<file path="src/rtl/core/krt_pkg.sv">
// Shared types, codes and constants of the keyed record table.
package krt_pkg;

  localparam int          DefaultDepth = 64;
  localparam logic [11:0] TimeAtReset  = 12'd2016;
  localparam logic [15:0] HitsMax      = 16'hFFFF;

  localparam logic [1:0] FUNC_SEARCH = 2'd0;
  localparam logic [1:0] FUNC_INSERT = 2'd1;
  localparam logic [1:0] FUNC_UPDATE = 2'd2;
  localparam logic [1:0] FUNC_SWEEP  = 2'd3;

  localparam logic [1:0] ST_OK        = 2'd0;
  localparam logic [1:0] ST_NOT_FOUND = 2'd1;
  localparam logic [1:0] ST_DUPLICATE = 2'd2;
  localparam logic [1:0] ST_FULL      = 2'd3;

  typedef struct packed {
    logic        vld;
    logic [15:0] key;
    logic [11:0] tm;
    logic [15:0] hits;
  } rec_t;

  typedef struct packed {
    logic hit;
    logic free;
    logic stale;
  } eval_t;

endpackage

</file>
<file path="src/rtl/core/krt_mem.sv">
// Record memory with one write port and one registered read port.
module krt_mem #(
  parameter int Depth = krt_pkg::DefaultDepth
) (
  input  logic                   clk_i,
  input  logic                   we_i,
  input  logic [$clog2(Depth)-1:0] waddr_i,
  input  krt_pkg::rec_t          wdata_i,
  input  logic                   re_i,
  input  logic [$clog2(Depth)-1:0] raddr_i,
  output krt_pkg::rec_t          rdata_o
);
  import krt_pkg::*;

  rec_t mem_q [Depth];
  rec_t rdata_q;

  always_ff @(posedge clk_i) begin
    if (we_i) begin
      mem_q[waddr_i] <= wdata_i;
    end
  end

  always_ff @(posedge clk_i) begin
    if (re_i) begin
      rdata_q <= mem_q[raddr_i];
    end
  end

  assign rdata_o = rdata_q;

endmodule

</file>
<file path="src/rtl/core/krt_eval.sv">
// Shared entry test: key compare, free check and age compare for one record.
module krt_eval (
  input  krt_pkg::rec_t  rec_i,
  input  logic [15:0]    key_i,
  input  logic [11:0]    cur_time_i,
  input  logic [11:0]    limit_i,
  output krt_pkg::eval_t res_o
);
  import krt_pkg::*;

  logic signed [12:0] age;

  // Age is a signed difference; an entry stamped in the future is never stale.
  assign age = $signed({1'b0, cur_time_i}) - $signed({1'b0, rec_i.tm});

  always_comb begin
    res_o.hit   = rec_i.vld && (rec_i.key == key_i);
    res_o.free  = !rec_i.vld;
    res_o.stale = rec_i.vld && (age > $signed({1'b0, limit_i}));
  end

endmodule

</file>
<file path="src/rtl/core/keyed_record_table_with_aging.sv">
// Top level: keyed record table with age-based eviction and its sequencer.
//
//  Channel | Handshake               | Payload
//  --------+-------------------------+-----------------------------------------------
//  in      | in_valid_i / in_stall_o | func_i key_id_i visit_time_i age_limit_i
//  out     | out_valid_o/ out_stall_i| status_o hit_count_o seen_time_o removed_count_o
//  cfg     | cfg_we_i                | cfg_wdata_i (current time)
//
// Every operation walks all TABLE_DEPTH entries through the single memory read
// port, and no new item is taken until the previous one has finished.
// After reset a clearing pass over every entry runs before the first transfer.
// The result sits in an output register; a stalled result holds only the final
// step of the next item, which waits until the register frees up.
module keyed_record_table_with_aging #(
  parameter int TABLE_DEPTH = krt_pkg::DefaultDepth
) (
  input  logic        clk_i,
  input  logic        rst_ni,
  input  logic        cfg_we_i,
  input  logic [11:0] cfg_wdata_i,
  input  logic        in_valid_i,
  output logic        in_stall_o,
  input  logic [1:0]  func_i,
  input  logic [15:0] key_id_i,
  input  logic [11:0] visit_time_i,
  input  logic [11:0] age_limit_i,
  output logic        out_valid_o,
  input  logic        out_stall_i,
  output logic [1:0]  status_o,
  output logic [15:0] hit_count_o,
  output logic [11:0] seen_time_o,
  output logic [6:0]  removed_count_o
);
  import krt_pkg::*;

  localparam int         AW   = $clog2(TABLE_DEPTH);
  localparam logic [AW-1:0] LastAddr = AW'(TABLE_DEPTH - 1);

  localparam logic [2:0] S_CLEAR = 3'd0;
  localparam logic [2:0] S_IDLE  = 3'd1;
  localparam logic [2:0] S_SCAN  = 3'd2;
  localparam logic [2:0] S_DRAIN = 3'd3;
  localparam logic [2:0] S_FIN   = 3'd4;

  logic [2:0]    state_q, state_d;
  logic [AW-1:0] cnt_q, cnt_d;
  logic [11:0]   cur_time_q, cur_time_d;
  logic          rd_pend_q, rd_pend_d;
  logic [AW-1:0] rd_idx_q, rd_idx_d;

  logic [1:0]    op_q, op_d;
  logic [15:0]   key_q, key_d;
  logic [11:0]   vtime_q, vtime_d;
  logic [11:0]   limit_q, limit_d;

  logic          found_q, found_d;
  logic [AW-1:0] match_idx_q, match_idx_d;
  logic [15:0]   match_hits_q, match_hits_d;
  logic [11:0]   match_time_q, match_time_d;
  logic          free_found_q, free_found_d;
  logic [AW-1:0] free_idx_q, free_idx_d;
  logic [6:0]    removed_q, removed_d;

  logic          out_valid_q, out_valid_d;
  logic [1:0]    status_q, status_d;
  logic [15:0]   hits_q, hits_d;
  logic [11:0]   seen_q, seen_d;
  logic [6:0]    removed_out_q, removed_out_d;

  logic          mem_we, mem_re;
  logic [AW-1:0] mem_waddr;
  rec_t          mem_wdata, mem_rdata;
  eval_t         ev;

  logic          in_xfer, out_xfer, fin_go;
  logic [15:0]   hits_inc;

  krt_mem #(
    .Depth (TABLE_DEPTH)
  ) u_mem (
    .clk_i   (clk_i),
    .we_i    (mem_we),
    .waddr_i (mem_waddr),
    .wdata_i (mem_wdata),
    .re_i    (mem_re),
    .raddr_i (cnt_q),
    .rdata_o (mem_rdata)
  );

  krt_eval u_eval (
    .rec_i      (mem_rdata),
    .key_i      (key_q),
    .cur_time_i (cur_time_q),
    .limit_i    (limit_q),
    .res_o      (ev)
  );

  assign in_stall_o = (state_q != S_IDLE);
  assign in_xfer    = in_valid_i && !in_stall_o;
  assign out_xfer   = out_valid_q && !out_stall_i;
  assign fin_go     = (state_q == S_FIN) && (!out_valid_q || !out_stall_i);
  assign hits_inc   = (match_hits_q == HitsMax) ? HitsMax : match_hits_q + 16'd1;
  assign mem_re     = (state_q == S_SCAN);

  // Memory write port: clearing pass, sweep eviction, or the final insert/update.
  always_comb begin
    mem_we    = 1'b0;
    mem_waddr = cnt_q;
    mem_wdata = '0;
    if (state_q == S_CLEAR) begin
      mem_we = 1'b1;
    end else if (rd_pend_q && (op_q == FUNC_SWEEP) && ev.stale) begin
      mem_we        = 1'b1;
      mem_waddr     = rd_idx_q;
      mem_wdata     = mem_rdata;
      mem_wdata.vld = 1'b0;
    end else if (fin_go && (op_q == FUNC_INSERT) && !found_q && free_found_q) begin
      mem_we    = 1'b1;
      mem_waddr = free_idx_q;
      mem_wdata = '{vld: 1'b1, key: key_q, tm: vtime_q, hits: 16'd1};
    end else if (fin_go && (op_q == FUNC_UPDATE) && found_q) begin
      mem_we    = 1'b1;
      mem_waddr = match_idx_q;
      mem_wdata = '{vld: 1'b1, key: key_q, tm: vtime_q, hits: hits_inc};
    end
  end

  always_comb begin
    state_d       = state_q;
    cnt_d         = cnt_q;
    cur_time_d    = cfg_we_i ? cfg_wdata_i : cur_time_q;
    rd_pend_d     = (state_q == S_SCAN);
    rd_idx_d      = cnt_q;
    op_d          = op_q;
    key_d         = key_q;
    vtime_d       = vtime_q;
    limit_d       = limit_q;
    found_d       = found_q;
    match_idx_d   = match_idx_q;
    match_hits_d  = match_hits_q;
    match_time_d  = match_time_q;
    free_found_d  = free_found_q;
    free_idx_d    = free_idx_q;
    removed_d     = removed_q;
    out_valid_d   = out_valid_q && !out_xfer;
    status_d      = status_q;
    hits_d        = hits_q;
    seen_d        = seen_q;
    removed_out_d = removed_out_q;

    // Record the first match and first free slot, and count stale entries in a sweep, as read data comes back.
    if (rd_pend_q) begin
      if (ev.hit && !found_q) begin
        found_d      = 1'b1;
        match_idx_d  = rd_idx_q;
        match_hits_d = mem_rdata.hits;
        match_time_d = mem_rdata.tm;
      end
      if (ev.free && !free_found_q) begin
        free_found_d = 1'b1;
        free_idx_d   = rd_idx_q;
      end
      if ((op_q == FUNC_SWEEP) && ev.stale) begin
        removed_d = removed_q + 7'd1;
      end
    end

    unique case (state_q)
      S_CLEAR: begin
        cnt_d = cnt_q + AW'(1);
        if (cnt_q == LastAddr) begin
          cnt_d   = '0;
          state_d = S_IDLE;
        end
      end
      S_IDLE: begin
        if (in_xfer) begin
          op_d         = func_i;
          key_d        = key_id_i;
          vtime_d      = visit_time_i;
          limit_d      = age_limit_i;
          found_d      = 1'b0;
          free_found_d = 1'b0;
          removed_d    = '0;
          cnt_d        = '0;
          state_d      = S_SCAN;
        end
      end
      S_SCAN: begin
        cnt_d = cnt_q + AW'(1);
        if (cnt_q == LastAddr) begin
          cnt_d   = '0;
          state_d = S_DRAIN;
        end
      end
      S_DRAIN: begin
        state_d = S_FIN;
      end
      S_FIN: begin
        if (fin_go) begin
          out_valid_d   = 1'b1;
          status_d      = ST_OK;
          hits_d        = '0;
          seen_d        = '0;
          removed_out_d = '0;
          unique case (op_q)
            FUNC_SEARCH: begin
              if (found_q) begin
                hits_d = match_hits_q;
                seen_d = match_time_q;
              end else begin
                status_d = ST_NOT_FOUND;
              end
            end
            FUNC_INSERT: begin
              if (found_q) begin
                status_d = ST_DUPLICATE;
                hits_d   = match_hits_q;
                seen_d   = match_time_q;
              end else if (free_found_q) begin
                hits_d = 16'd1;
                seen_d = vtime_q;
              end else begin
                status_d = ST_FULL;
              end
            end
            FUNC_UPDATE: begin
              if (found_q) begin
                hits_d = hits_inc;
                seen_d = vtime_q;
              end else begin
                status_d = ST_NOT_FOUND;
              end
            end
            FUNC_SWEEP: begin
              removed_out_d = removed_q;
            end
            default: begin
              status_d = ST_OK;
            end
          endcase
          state_d = S_IDLE;
        end
      end
      default: begin
        state_d = S_CLEAR;
      end
    endcase
  end

  always_ff @(posedge clk_i or negedge rst_ni) begin
    if (!rst_ni) begin
      state_q      <= S_CLEAR;
      cnt_q        <= '0;
      cur_time_q   <= TimeAtReset;
      rd_pend_q    <= 1'b0;
      found_q      <= 1'b0;
      free_found_q <= 1'b0;
      removed_q    <= '0;
      out_valid_q  <= 1'b0;
    end else begin
      state_q      <= state_d;
      cnt_q        <= cnt_d;
      cur_time_q   <= cur_time_d;
      rd_pend_q    <= rd_pend_d;
      found_q      <= found_d;
      free_found_q <= free_found_d;
      removed_q    <= removed_d;
      out_valid_q  <= out_valid_d;
    end
  end

  always_ff @(posedge clk_i) begin
    rd_idx_q      <= rd_idx_d;
    op_q          <= op_d;
    key_q         <= key_d;
    vtime_q       <= vtime_d;
    limit_q       <= limit_d;
    match_idx_q   <= match_idx_d;
    match_hits_q  <= match_hits_d;
    match_time_q  <= match_time_d;
    free_idx_q    <= free_idx_d;
    status_q      <= status_d;
    hits_q        <= hits_d;
    seen_q        <= seen_d;
    removed_out_q <= removed_out_d;
  end

  assign out_valid_o     = out_valid_q;
  assign status_o        = status_q;
  assign hit_count_o     = hits_q;
  assign seen_time_o     = seen_q;
  assign removed_count_o = removed_out_q;

`ifndef SYNTHESIS
  a_no_rw_collision: assert property (@(posedge clk_i) disable iff (!rst_ni)
    (mem_we && mem_re) |-> (mem_waddr != cnt_q))
    else $error("memory write and read hit the same entry");

  a_xfer_starts_scan: assert property (@(posedge clk_i) disable iff (!rst_ni)
    in_xfer |=> (state_q == S_SCAN))
    else $error("accepted item did not start a scan");

  a_removed_only_ok: assert property (@(posedge clk_i) disable iff (!rst_ni)
    (out_valid_o && (status_o != ST_OK)) |-> (removed_count_o == 7'd0))
    else $error("failed operation reports removed entries");

  a_full_no_record: assert property (@(posedge clk_i) disable iff (!rst_ni)
    (out_valid_o && (status_o == ST_FULL)) |-> ((hit_count_o == 16'd0) && (seen_time_o == 12'd0)))
    else $error("full-table result carries a record");

  a_read_in_walk: assert property (@(posedge clk_i) disable iff (!rst_ni)
    rd_pend_q |-> ((state_q == S_SCAN) || (state_q == S_DRAIN)))
    else $error("read data returned outside a table walk");
`endif

endmodule
</file>
<file path="config.mk">
export PLATFORM = sky130hd
export DESIGN_NAME = keyed_record_table_with_aging
export DESIGN_NICKNAME = d
export VERILOG_FILES = /design/src/rtl/core/krt_pkg.sv /design/src/rtl/core/krt_mem.sv /design/src/rtl/core/krt_eval.sv /design/src/rtl/core/keyed_record_table_with_aging.sv
export SDC_FILE = /design/constraint.sdc
export NUM_CORES = 2
export LEC_CHECK = 0
export ABC_CLOCK_PERIOD_IN_PS = 8800
export BUFFER_PORTS_ARGS = -buffer_cell sky130_fd_sc_hd__buf_2
export CORE_ASPECT_RATIO = 0.8
export CORE_MARGIN = 2
export CORE_UTILIZATION = 40
export DETAILED_ROUTE_END_ITERATION = 7
export PLACE_DENSITY_LB_ADDON = 0.2
export SYNTH_ARGS = -nofsm -noshare
export SYNTH_HDL_FRONTEND = slang
export SYNTH_SLANG_ARGS = --single-unit
</file>
<file path="constraint.sdc">
create_clock -name clk_i -period 8.8 [get_ports clk_i]
set_input_delay 2.2 -clock clk_i [delete_from_list [all_inputs] [get_ports clk_i]]
set_output_delay 2.2 -clock clk_i [all_outputs]
set_load 0.1 [all_outputs]
</file>
==> results_dict.tcl <==
set metrics [dict create \
    grt-ovfl-total 0 \
    clock_latency_ns 0.89 \
    r2r-start "u_mem.rdata_o[17]$_DFFE_PP_" \
    syn_area_mm2 0.118 \
    core_mm2 0.294 \
    syn_nets 5000 \
    hp-start "u_mem.rdata_o[13]$_DFFE_PP_" \
    fin_hold_ws_ns 0.471 \
    synth_edf_count 3044 \
    drc 0 \
    reg2reg_depth 19 \
    max_freq_mhz 148 \
    path_class "register to register" \
    critPathMostFrequentCell "and3_1" \
    cts-root-buf "clkbuf_16" \
    syn_to_final_growth_pct 13.8 \
    die-area_mm2 0.300 \
    gp_congestion 0.825 \
    setup_violations 0 \
    crit_path_end_kind "register" \
    cts_sinks 3082 \
    track_usage 0.220 \
    clock_path_buffers 4 \
    yosysSeqAreaShare 0.780 \
    viasPerCell 5.84 \
    cts_setup_buffers 0 \
    ys.flop_type "edfxtp_1" \
    drt_iter0_drc 7471 \
    rsz0062_at_grt "false" \
    clkTransAtPathRegs_ns 0.06 \
    outcome "finished, final reports clean" \
    arrival_ns 7.30 \
    syn_area_per_cell_um2 24.1 \
    cp_slowest_cell "nor2_4" \
    die_w_um 612 \
    p_leak_nw 44.7 \
    drt-total-wl_um 332000 \
    critical_path_required_ns 9.34 \
    n_fill_cell 24118 \
    dr.pass1.iters 5 \
    reg2reg_slack_ns 2.04 \
    ys_top_cells_by_count "edfxtp_1, mux4_2, clkbuf_1" \
    worstMarginPinSlew_ns 1.28 \
    slowest_delay_ns 1.18 \
    tritoncts "yes" \
    cts-resized-gates 0 \
    initial_core_util 0.402 \
    power-per-cell-area_mw_per_mm2 278 \
    pin_count 98 \
    ys_types 63 \
    fin_ws_ns 2.04 \
    r2r-end "u_mem.mem_q[44][42]$_DFFE_PP_" \
    period_minus_slack_ns 6.76 \
    layout.nets 5341 \
    grt_first_pass_wirelength_um 458000 \
    finClkSkew_ns 0.0622 \
    slew_viol_final 0 \
    ys_warn_count 0 \
    layout-drive-gt1-share 0.323 \
    grt_antenna_before_repair 17 \
    cts_htree_levels 5 \
    synthCells 4913 \
    antenna_left 0 \
    numCtsBuffers 308 \
    drv_cap 0 \
    finalCritPeriodShare 0.768 \
    grt_pass1_vias 54509 \
    crit_path_cell_trace "inv_1 > ha_1 > nor2b_1 > o21ai_0 > a21boi_0 > o2111ai_1 > a21boi_0 > o31ai_1 > o311ai_0 > ha_1 > and3_1 > and3_1 > nand3_1 > o211ai_2 > o21ai_0 > and3_1 > nand3_1 > nor2_4 > buf_4" \
    yosys_register_bits 3082 \
    layout.cells.non_filler 9441 \
    ir_worst_vdd_mv 0.255 \
    synth_top_area_frac 0.772 \
    wl_per_cell_um 35.2 \
    dp_slack_ns 1.89 \
    synth_area_leader_cell "edfxtp_1" \
    start_kind "register" \
    crit_start "u_mem.rdata_o[17]$_DFFE_PP_" \
    ys_async_sr_fraction 0.0104 \
    die_h_um 491 \
    rows 178 \
    hpwl_um 201000 \
    portBuffers 97 \
    relSlewSlack 0.147 \
    hold_path.class "register to register" \
    ctsHoldBuffers 0 \
    grt_max_degree 104 \
    vias 55175 \
    synth.most_common_cell "edfxtp_1" \
    placed_cells 8904 \
    hold_violations 0 \
    cp_max_fo 18 \
    tns_ns 0 \
    cp-endpoint "u_mem.mem_q[44][42]$_DFFE_PP_" \
    synthTopCellsByArea "edfxtp_1, mux4_2, dfrtp_1" \
]
-- worst min path at each step --
stage               cells past startpoint                          to
global placement                        0  match_hits_q[14]$_DFFE_PP_
CTS                                     0    match_idx_q[3]$_DFFE_PP_
detailed placement                      0  match_hits_q[14]$_DFFE_PP_
global route                            0    match_idx_q[2]$_DFFE_PP_
finish                                  0  match_hits_q[13]$_DFFE_PP_
floorplan                               0         rd_idx_q[3]$_DFF_P_
-- state kept, by name, summed over array words and instances, names as in the netlist, 3 cells and up --
register / cells
cnt_q: 6
cur_time_q: 12
free_idx_q: 6
hit_count_o: 16
key_q: 16
limit_q: 12
match_hits_q: 16
match_idx_q: 6
match_time_q: 12
rd_idx_q: 6
removed_count_o: 7
removed_q: 7
seen_time_o: 12
state_q: 3
u_mem.mem_q: 2880
u_mem.rdata_o: 45
vtime_q: 12
-- where the power goes --
part           internal (mW)  switching [mW]
combinational           3.10            4.44
clock                   7.20            5.54
sequential              16.7           0.408
total                   27.0            10.4
-- through the flow --
| stage | cell area [um^2] | power [mW] | util |
|---|---|---|---|
| 5_1_grt | 135000 | 38.6 | 0.458 |
| 3_5_place_dp | 125000 | 25.1 | 0.425 |
| 6_report | 135000 | 37.4 | 0.458 |
| 3_3_place_gp | 125000 | 25.1 | 0.425 |
| 2_1_floorplan | 118000 | 22.4 | - |
| 4_1_cts | 135000 | 37.8 | 0.458 |
-- worst max-delay path: cells and delay by family (launching register included) --
kind            cells  cell delay (ns)
flops               1             0.42
simple gates        7             2.79
buf+inv             2             0.49
compound gates      8             2.11
fa+ha+maj           2             0.57
-- layout make-up --
class	instances	area (um^2)	area share
Inverter	43	161	0.00120
Tap cell	3960	4950	0.0368
Timing Repair Buffer	284	2310	0.0172
Antenna cell	3	7.51	0.0000557
Clock inverter	160	1390	0.0103
Sequential cell	3082	92400	0.686
Clock buffer	374	8120	0.0603
Multi-Input combinational cell	1535	25400	0.188
-- cells in the final DEF (no fill, tap or decap), types with 5 or more instances in the layout --
master	synthesis	final
nand2_1	84	80
nor2_4	0	65
a211oi_1	6	6
nand4_1	7	7
clkbuf_16	0	315
mux2i_1	28	28
a22o_2	0	10
buf_4	12	153
edfxtp_1	3044	3044
buf_12	0	34
o21a_1	6	6
and3_1	25	25
dfxtp_1	6	6
bufinv_16	0	21
xnor2_1	14	14
ha_1	27	27
a21oi_1	24	23
clkinv_2	0	51
xor2_1	23	23
nand4b_1	6	6
clkinv_1	0	60
dfrtp_1	26	20
buf_2	78	97
mux2_2	32	32
clkbuf_1	147	57
inv_6	0	14
nand3_1	27	27
a22o_1	42	29
a21o_1	5	5
mux4_2	924	924
inv_1	43	43
clkinv_4	0	5
o21ai_0	72	68
nor2_1	112	45
nor4_1	6	5
dfrtp_4	0	6
or3_1	5	5
dfstp_2	6	6
-- cell families (layout without fill, tap and decap cells) --
| family | count (synthesis) | in the layout | share of synthesized area |
|---|---|---|---|
| flops | 3082 | 3082 | 0.780 |
| mux | 984 | 984 | 0.181 |
| other cells | 0 | 3 | 0 |
| simple gates | 298 | 298 | 0.0116 |
| xor+xnor | 37 | 37 | 0.00274 |
| compound gates | 188 | 188 | 0.0105 |
| fa+ha+maj | 28 | 28 | 0.00302 |
| buf+inv | 296 | 861 | 0.0108 |
-- per-layer routing --
| layer | wire length [um] | share of wire | up-vias | global-route usage |
|---|---|---|---|---|
| met3 | 21900 | 0.066 | 386 | 0.0299 |
| met5 | 27 | 0.000081 | - | 0 |
| met4 | 7730 | 0.023 | 4 | 0.0504 |
| met1 | 144000 | 0.43 | 30597 | 0.325 |
| li1 | - | - | 21849 | - |
| met2 | 159000 | 0.48 | 2339 | 0.348 |
No activity file was read; power rests on OpenSTA's default activity.
